### config.mk
export PLATFORM = sky130hd
export DESIGN_NAME = sorted_cpu_attribute_table
export DESIGN_NICKNAME = d
export VERILOG_FILES = /design/src/rtl/scat_pkg.sv /design/src/rtl/scat_rec_mem.sv /design/src/rtl/scat_key_cmp.sv /design/src/rtl/sorted_cpu_attribute_table.sv
export VERILOG_INCLUDE_DIRS = /design/src /design/src/rtl
export SDC_FILE = /design/constraint.sdc
export NUM_CORES = 2
export LEC_CHECK = 0
export ABC_CLOCK_PERIOD_IN_PS = 10650
export BUFFER_PORTS_ARGS = -buffer_cell sky130_fd_sc_hd__buf_2
export CORE_MARGIN = 2
export CORE_UTILIZATION = 24
export DETAILED_ROUTE_END_ITERATION = 8
export PLACE_DENSITY = 0.34
export SLEW_MARGIN = 15
export SYNTH_ARGS = -nofsm -noshare
export SYNTH_HDL_FRONTEND = slang
export SYNTH_MEMORY_MAX_BITS = 65536
export SYNTH_SLANG_ARGS = --single-unit
### constraint.sdc
create_clock -name clk -period 10.65 [get_ports clk]
set_input_delay 0.5325 -clock clk [delete_from_list [all_inputs] [get_ports clk]]
set_output_delay 0.5325 -clock clk [all_outputs]
set_load 0.01 [all_outputs]
### src/rtl/sorted_cpu_attribute_table_defines.svh
// ----------------------------------------------------------------------------
// sorted_cpu_attribute_table_defines
// assertion macros for the sorted cpu attribute table
// ----------------------------------------------------------------------------
`ifndef SORTED_CPU_ATTRIBUTE_TABLE_DEFINES_SVH
`define SORTED_CPU_ATTRIBUTE_TABLE_DEFINES_SVH

`ifndef NO_ASSERTIONS
// checked only while out of reset
`define SCAT_ASSERT(lbl, prop, msg) \
  lbl: assert property (@(posedge clk) disable iff (rst) prop) else $error(msg);
// checked at every edge, reset included
`define SCAT_ASSERT_ALWAYS(lbl, prop, msg) \
  lbl: assert property (@(posedge clk) prop) else $error(msg);
`else
`define SCAT_ASSERT(lbl, prop, msg)
`define SCAT_ASSERT_ALWAYS(lbl, prop, msg)
`endif

`endif

### src/rtl/scat_pkg.sv
// ----------------------------------------------------------------------------
// scat_pkg
// shared types and codes of the sorted cpu attribute table
// ----------------------------------------------------------------------------
`timescale 1ns / 1ps

package scat_pkg;

  localparam int DEF_ENTRIES = 64;

  localparam logic [1:0] FUNC_INSERT = 2'd0;
  localparam logic [1:0] FUNC_LOOKUP = 2'd1;
  localparam logic [1:0] FUNC_SET    = 2'd2;

  localparam logic [1:0] STATUS_OK        = 2'd0;
  localparam logic [1:0] STATUS_NOT_FOUND = 2'd1;
  localparam logic [1:0] STATUS_FULL      = 2'd2;

  typedef struct packed {
    logic [31:0] key;
    logic [15:0] grp;
    logic [7:0]  core;
    logic [7:0]  effic;
    logic [7:0]  sched;
    logic        sel;
  } rec_t;

  typedef struct packed {
    logic eq;
    logic lt;
  } cmp_t;

endpackage

### src/rtl/scat_rec_mem.sv
// ----------------------------------------------------------------------------
// scat_rec_mem
// record memory, one write port and one registered read port
// ----------------------------------------------------------------------------
`timescale 1ns / 1ps

module scat_rec_mem #(
  parameter int ENTRIES = scat_pkg::DEF_ENTRIES,
  parameter int IW      = 6
) (
  input  logic            clk,
  input  logic            wr_en,
  input  logic [IW-1:0]   wr_addr,
  input  scat_pkg::rec_t  wr_data,
  input  logic            rd_en,
  input  logic [IW-1:0]   rd_addr,
  output scat_pkg::rec_t  rd_data
);

  scat_pkg::rec_t mem [ENTRIES];

  always_ff @(posedge clk) begin
    if (wr_en) begin
      mem[wr_addr] <= wr_data;
    end
  end

  always_ff @(posedge clk) begin
    if (rd_en) begin
      rd_data <= mem[rd_addr];
    end
  end

endmodule

### src/rtl/scat_key_cmp.sv
// ----------------------------------------------------------------------------
// scat_key_cmp
// shared key comparator for insertion shifts and binary search
// ----------------------------------------------------------------------------
`timescale 1ns / 1ps

module scat_key_cmp (
  input  logic [31:0]    key,
  input  logic [31:0]    stored,
  output scat_pkg::cmp_t cmp
);

  always_comb begin
    cmp.eq = (key == stored);
    cmp.lt = (key < stored);
  end

endmodule

### src/rtl/sorted_cpu_attribute_table.sv
// ----------------------------------------------------------------------------
// sorted_cpu_attribute_table
// table of processor records sorted by id, with insert, lookup and set
// ----------------------------------------------------------------------------
// Input channel (in_valid / in_stall) takes one transaction: func selects
// insert, lookup or set-selection; cpu_id is the key. Output channel
// (out_valid / out_stall) returns exactly one result per input transaction.
// Insert moves one record per cycle through the memory to make room; an
// insert on a full table returns full status without a memory access.
// Lookup and set run a binary search; each halving step is a memory read,
// then a compare, with at most floor(log2(n)) + 1 steps for n stored
// records. in_stall is high while a transaction is being worked on; the
// block takes the next one while a finished result still waits on a stalled
// receiver, and holds a later result until the output frees. Reset (rst,
// synchronous) empties the table at once by clearing the record count;
// memory contents are not cleared.
// ----------------------------------------------------------------------------
`timescale 1ns / 1ps
`include "sorted_cpu_attribute_table_defines.svh"

module sorted_cpu_attribute_table #(
  parameter int ENTRIES = scat_pkg::DEF_ENTRIES
) (
  input  logic        clk,
  input  logic        rst,
  input  logic        in_valid,
  output logic        in_stall,
  input  logic [1:0]  func,
  input  logic [31:0] cpu_id,
  input  logic [15:0] group_in,
  input  logic [7:0]  core_in,
  input  logic [7:0]  effic_in,
  input  logic [7:0]  sched_in,
  input  logic        new_selection,
  output logic        out_valid,
  input  logic        out_stall,
  output logic [1:0]  status,
  output logic [5:0]  entry_index,
  output logic [15:0] group_out,
  output logic [23:0] core_id,
  output logic [7:0]  effic_out,
  output logic [7:0]  sched_out,
  output logic        selection_out
);

  localparam int IW = (ENTRIES > 1) ? $clog2(ENTRIES) : 1;
  localparam int CW = $clog2(ENTRIES + 1);

  localparam logic [2:0] ST_IDLE     = 3'd0;
  localparam logic [2:0] ST_INS_CMP  = 3'd1;
  localparam logic [2:0] ST_INS_WR   = 3'd2;
  localparam logic [2:0] ST_SRCH_ISS = 3'd3;
  localparam logic [2:0] ST_SRCH_CMP = 3'd4;
  localparam logic [2:0] ST_DONE     = 3'd5;

  logic [2:0]     state;
  logic [CW-1:0]  entry_count;
  logic [IW-1:0]  pos;
  logic [IW-1:0]  pos_m1;
  logic [CW-1:0]  lo;
  logic [CW-1:0]  hi;
  logic [CW-1:0]  mid;
  logic [CW-1:0]  mid_next;

  logic [1:0]     op;
  scat_pkg::rec_t new_rec;
  logic           sel_wr;

  logic [1:0]     res_status;
  logic [5:0]     res_index;
  scat_pkg::rec_t res_rec;

  logic           wr_en;
  logic [IW-1:0]  wr_addr;
  scat_pkg::rec_t wr_data;
  logic           rd_en;
  logic [IW-1:0]  rd_addr;
  scat_pkg::rec_t rd_data;
  scat_pkg::cmp_t cmp;

  logic           full;
  logic           in_fire;
  logic           out_free;

  assign full     = (entry_count == CW'(ENTRIES));
  assign in_stall = (state != ST_IDLE);
  assign in_fire  = in_valid && !in_stall;
  assign out_free = !out_valid || !out_stall;
  assign pos_m1   = pos - 1'b1;
  assign mid_next = lo + ((hi - lo) >> 1);

  scat_rec_mem #(
    .ENTRIES (ENTRIES),
    .IW      (IW)
  ) u_mem (
    .clk     (clk),
    .wr_en   (wr_en),
    .wr_addr (wr_addr),
    .wr_data (wr_data),
    .rd_en   (rd_en),
    .rd_addr (rd_addr),
    .rd_data (rd_data)
  );

  scat_key_cmp u_cmp (
    .key    (new_rec.key),
    .stored (rd_data.key),
    .cmp    (cmp)
  );

  // memory port control
  always_comb begin
    wr_en   = 1'b0;
    wr_addr = pos;
    wr_data = rd_data;
    rd_en   = 1'b0;
    rd_addr = pos_m1;
    unique case (state)
      ST_IDLE: begin
        if (in_fire && func == scat_pkg::FUNC_INSERT && !full && entry_count != '0) begin
          rd_en   = 1'b1;
          rd_addr = IW'(entry_count - 1'b1);
        end
      end
      ST_INS_CMP: begin
        // move the larger record up one place, fetch the next one below
        if (cmp.lt) begin
          wr_en = 1'b1;
          if (pos_m1 != '0) begin
            rd_en   = 1'b1;
            rd_addr = pos_m1 - 1'b1;
          end
        end
      end
      ST_INS_WR: begin
        wr_en   = 1'b1;
        wr_data = new_rec;
      end
      ST_SRCH_ISS: begin
        if (lo < hi) begin
          rd_en   = 1'b1;
          rd_addr = mid_next[IW-1:0];
        end
      end
      ST_SRCH_CMP: begin
        if (cmp.eq && op == scat_pkg::FUNC_SET) begin
          wr_en       = 1'b1;
          wr_addr     = mid[IW-1:0];
          wr_data.sel = sel_wr;
        end
      end
      default: begin
      end
    endcase
  end

  // sequencer
  always_ff @(posedge clk) begin
    if (rst) begin
      state       <= ST_IDLE;
      entry_count <= '0;
      out_valid   <= 1'b0;
    end else begin
      // a result handed over in ST_DONE reloads out_valid below
      if (out_valid && !out_stall && state != ST_DONE) begin
        out_valid <= 1'b0;
      end
      unique case (state)
        ST_IDLE: begin
          if (in_fire) begin
            op            <= func;
            new_rec.key   <= cpu_id;
            new_rec.grp   <= group_in;
            new_rec.core  <= core_in;
            new_rec.effic <= effic_in;
            new_rec.sched <= sched_in;
            new_rec.sel   <= 1'b0;
            sel_wr        <= new_selection;
            if (func == scat_pkg::FUNC_INSERT) begin
              if (full) begin
                res_status <= scat_pkg::STATUS_FULL;
                res_index  <= '0;
                res_rec    <= '0;
                state      <= ST_DONE;
              end else begin
                pos   <= IW'(entry_count);
                state <= (entry_count == '0) ? ST_INS_WR : ST_INS_CMP;
              end
            end else begin
              lo    <= '0;
              hi    <= entry_count;
              state <= ST_SRCH_ISS;
            end
          end
        end
        ST_INS_CMP: begin
          if (cmp.lt) begin
            pos <= pos_m1;
            if (pos_m1 == '0) begin
              state <= ST_INS_WR;
            end
          end else begin
            state <= ST_INS_WR;
          end
        end
        ST_INS_WR: begin
          res_status  <= scat_pkg::STATUS_OK;
          res_index   <= 6'(pos);
          res_rec     <= new_rec;
          entry_count <= entry_count + 1'b1;
          state       <= ST_DONE;
        end
        ST_SRCH_ISS: begin
          if (lo < hi) begin
            mid   <= mid_next;
            state <= ST_SRCH_CMP;
          end else begin
            res_status <= scat_pkg::STATUS_NOT_FOUND;
            res_index  <= '0;
            res_rec    <= '0;
            state      <= ST_DONE;
          end
        end
        ST_SRCH_CMP: begin
          if (cmp.eq) begin
            res_status <= scat_pkg::STATUS_OK;
            res_index  <= 6'(mid);
            res_rec    <= rd_data;
            state      <= ST_DONE;
          end else begin
            if (cmp.lt) begin
              hi <= mid;
            end else begin
              lo <= mid + 1'b1;
            end
            state <= ST_SRCH_ISS;
          end
        end
        ST_DONE: begin
          if (out_free) begin
            out_valid <= 1'b1;
            state     <= ST_IDLE;
          end
        end
        default: begin
          state <= ST_IDLE;
        end
      endcase
    end
  end

  // output payload, loaded only when a result is handed over
  always_ff @(posedge clk) begin
    if (state == ST_DONE && out_free) begin
      status        <= res_status;
      entry_index   <= res_index;
      group_out     <= res_rec.grp;
      core_id       <= {res_rec.grp, res_rec.core};
      effic_out     <= res_rec.effic;
      sched_out     <= res_rec.sched;
      selection_out <= res_rec.sel;
    end
  end

  `SCAT_ASSERT(a_count_bound, entry_count <= CW'(ENTRIES), "record count beyond table size")
  `SCAT_ASSERT(a_full_status,
               (out_valid && status == scat_pkg::STATUS_FULL) |-> full,
               "full status with free room")
  `SCAT_ASSERT(a_fail_zero,
               (out_valid && status != scat_pkg::STATUS_OK) |->
               (entry_index == '0 && group_out == '0 && selection_out == 1'b0),
               "failed result carries data")
  `SCAT_ASSERT_ALWAYS(a_count_step,
                      (!rst && !$past(rst) && entry_count != $past(entry_count)) |->
                      (entry_count == $past(entry_count) + 1'b1),
                      "record count moved by more than one")

endmodule
==> metrics.md <==
| Metric | Value |
|---|---|
| Clk Latency, worst-skew pair | `approximately 1.1 ns` |
| Top post-synthesis cells by count | `4945 x edfxtp_1, 2855 x nand2_1, 721 x nand3_1, 680 x a21oi_1, 500 x mux4_2` |
| Most common cell in the netlist | `edfxtp_1` |
| Via count | `around 110k` |
| Mean post-synth cell area | `around 16 µm²` |
| Net total in the final layout | `around 13000` |
| DP Worst Slack | `between 3 and 4 ns` |
| # resized after CTS | `0` |
| Relative slew margins | `0.162` |
| Vias in the first global route | `approximately 110k` |
| Fin. Hold Viols | `0` |
| Leak | `between 70 and 80 nW` |
| Post-Synthesis Cell Area | `about 190000 µm²` |
| Hpwl dp | `413000 µm` |
| # H-tree levels | `6` |
| DRT Pass-1 Iters | `6` |
| Status | `finished, final reports clean` |
| Ys flop type | `edfxtp_1` |
| Clock Sinks | `~5000` |
| Final setup violation count | `0` |
| Hold buffers post-CTS | `between 70 and 80` |
| RSZ-0062 raised after global routing | `no` |
| I/O pin cnt | `around 150` |
| Combinational fraction of design power | `0.430` |
| Clock Pin Slew Worst Setup and Hold Paths | `0.06 ns` |
| Final wirelength | `between 700000 and 800000 µm` |
| Sequential share of power | `0.329` |
| Layout cell share with drive strength beyond 1 | `0.155` |
| Pwr dens | `roughly 350 nW/µm²` |
| Post-synthesis sequential area ratio | `0.771` |
| IO Port Bufs | `~150` |
| Post-Synthesis Net Count | `between 10000 and 15000` |
| Synthesized flop and latch total | `a little under 5000` |
| Root Buffer | `clkbuf_16` |
| Die area | `810000 µm²` |
| Max Root-Sink Buffers | `4` |
| Area leader, netlist | `edfxtp_1` |
| Actual slew at the worst max-slew pin | `1.24 ns` |
| Worst-path fanout max | `111` |
| CTS Buf Count | `587` |
| Largest net degree at the start of global routing | `119` |
| Setup TNS | `0 ns` |
| GRT Total Usage | `0.188` |
| P_int | `46.8 mW` |
| Initial Util | `0.241` |
| Post-synth ARST share | `0` |
| Sw frac | `0.420` |
| Cells after Synth | `between 10000 and 15000` |
| Syn. warnings | `0` |
| Worst vdd ir | `roughly 0.38 mV` |
| WS Path Type | `register to register` |
| First-pass GRT wire length | `between 1000000 and 1500000 µm` |
| Final slew viol count | `0` |
| CTS tree | `built` |
| Worst Setup End Kind | `register` |
| Post-synth EDFFs | `between 4000 and 5000` |
| Overflow after GRT | `0` |
| Final ANT Viol Nets | `0` |
| Width of the chip | `900 µm` |
| Vias per cell | `approximately 4.9` |
| Row cnt | `between 300 and 400` |
| Hold depth | `2` |
| Startpoint types | `register` |
| Worst Skew | `slightly below 0.07 ns` |
| Max-cap violations | `0` |
| Initial antenna violation count | `66` |
| GPL Wtd Cong | `0.774` |
| Die H | `900 µm` |
| Register-to-Register Path Depth | `18` |
| Final worst path period share | `0.719` |
| First DRT Iteration DRCs | `approximately 12000` |
| Top cell type's share of synthesized area | `0.770` |
| Final Worst Setup Slack | `roughly 3.0 ns` |
| Core area | `around 800000 µm²` |
| Synth area leaders | `edfxtp_1 77%, mux4_2 5.8%, nand2_1 5.6%` |
| Residual DRC count | `0` |
| Drt wl/cell | `~34 µm` |
| Area Growth Syn to Fin | `18.0%` |
| Post-route minimum period | `7.65 ns` |
| CP required | `around 11 ns` |
| Setup repair bufs after CTS | `0` |
| FMAX | `roughly 130 MHz` |
| NetSw | `between 30 and 40 mW` |
| Worst Path Arrival | `roughly 8.4 ns` |
| Cell variety after synth | `just over 80` |
| Worst Hold Class | `input port to register` |
| Clock power frac | `0.241` |
[layout make-up]
class | instances | area (µm²)
Antenna cell | 17 | 42.5
Tap cell | 10600 | 13300
Sequential cell | 4956 | 149000
Timing Repair Buffer | 648 | 5500
Inverter | 59 | 221
Clock inverter | 305 | 2680
Multi-Input combinational cell | 6217 | 41700
Clock buffer | 737 | 15500
Fill cell | 79600 | 574000
[metrics by stage]
| step | power [mW] | instance area [µm²] | std cells | hold WS, ns | util |
|---|---|---|---|---|---|
| after floorplan | 47.0 | 193000 | 12000 | 0.400 | - |
| after global placement | 61.9 | 208000 | 22400 | 0.408 | 0.260 |
| after detailed placement | 62.2 | 209000 | 22400 | 0.405 | 0.260 |
| after CTS | 81.8 | 227000 | 23500 | 0.0132 | 0.284 |
| after global routing | 84.3 | 228000 | 23500 | 0.0812 | 0.284 |
| final | 80.7 | 228000 | 23500 | 0.128 | 0.284 |
[layer usage]
metal	share of wire	GRT usage	vias up
met3	0.049	0.0229	993
met4	0.030	0.0480	0
li1	-	-	47300
met1	0.43	0.253	62100
met5	0	0	-
met2	0.49	0.324	3813
[sequential cells by signal, indices dropped and copies added, names as in the netlist, 3 cells and up]
signal / count
lo: 7
res_rec: 41
sched_out: 8
state: 3
u_mem.mem: 4672
entry_count: 7
pos: 6
mid: 7
u_mem.rd_data: 73
group_out: 16
effic_out: 8
entry_index: 6
core_id: 8
res_index: 6
hi: 7
new_rec: 72
[cell usage in the layout (no fill, tap or decap), types with 69 or more instances in the layout]
cell	instances
edfxtp_1	4945
nand2_1	2832
nand3_1	717
a21oi_1	676
clkbuf_16	597
mux4_2	500
buf_4	360
a32oi_1	229
mux2i_1	167
buf_2	145
clkbuf_1	140
clkinv_1	138
o311ai_0	106
nor2_1	105
o311a_1	92
dlygate4sd3_1	79
nor4_1	75
clkinv_2	73
nor2_4	69
[path summary, 6_finish.rpt]
| kind | slack [ns] | start | endpoint |
|---|---|---|---|
| hold / removal | 0.13 | group_in[2] | new_rec[27] |
| setup / recovery | 3.00 | hi[0] | u_mem.rd_data[52] |
| hold reg to reg | 0.41 | res_rec[3] | sched_out[2] |
| setup reg to reg | 3.00 | hi[0] | u_mem.rd_data[52] |
[kinds of logic after synthesis]
kind of cell / after synthesis / share of synthesized area
DFF: 4956 / 0.771
xor gates and xnor gates: 24 / 0.00109
adders and majority gates: 52 / 0.00345
buffers and inverters: 804 / 0.0190
and+or+nand+nor: 3987 / 0.0855
muxes: 669 / 0.0672
AOI/OAI and AO/OA: 1485 / 0.0524
[power groups by stage]
| stage | clock, mW | combinational, mW | sequential [mW] |
|---|---|---|---|
| floorplan | 0 | 19.9 | 27.1 |
| CTS | 19.9 | 35.3 | 26.6 |
| detailed placement | 0 | 35.2 | 27.0 |
| global route | 20.5 | 37.1 | 26.6 |
| finish | 19.4 | 34.7 | 26.6 |
| global placement | 0 | 34.9 | 27.0 |
[critical path: stages, from the launching register on]
cell and delay (ns):
edfxtp_1 0.37, inv_1 0.07, ha_1 0.16, inv_1 0.06
fa_1 0.49, ha_1 0.17, inv_1 0.06, fa_1 0.51
a2111oi_1 1.07, a211oi_1 0.18, a22oi_1 0.43, and3_4 0.87
buf_12 0.52, buf_4 0.62, mux4_2 0.41, nand2_1 0.08
a21oi_1 0.09, nor4_1 0.67, o21ai_1 0.22
(Power assumes the default switching activity.)
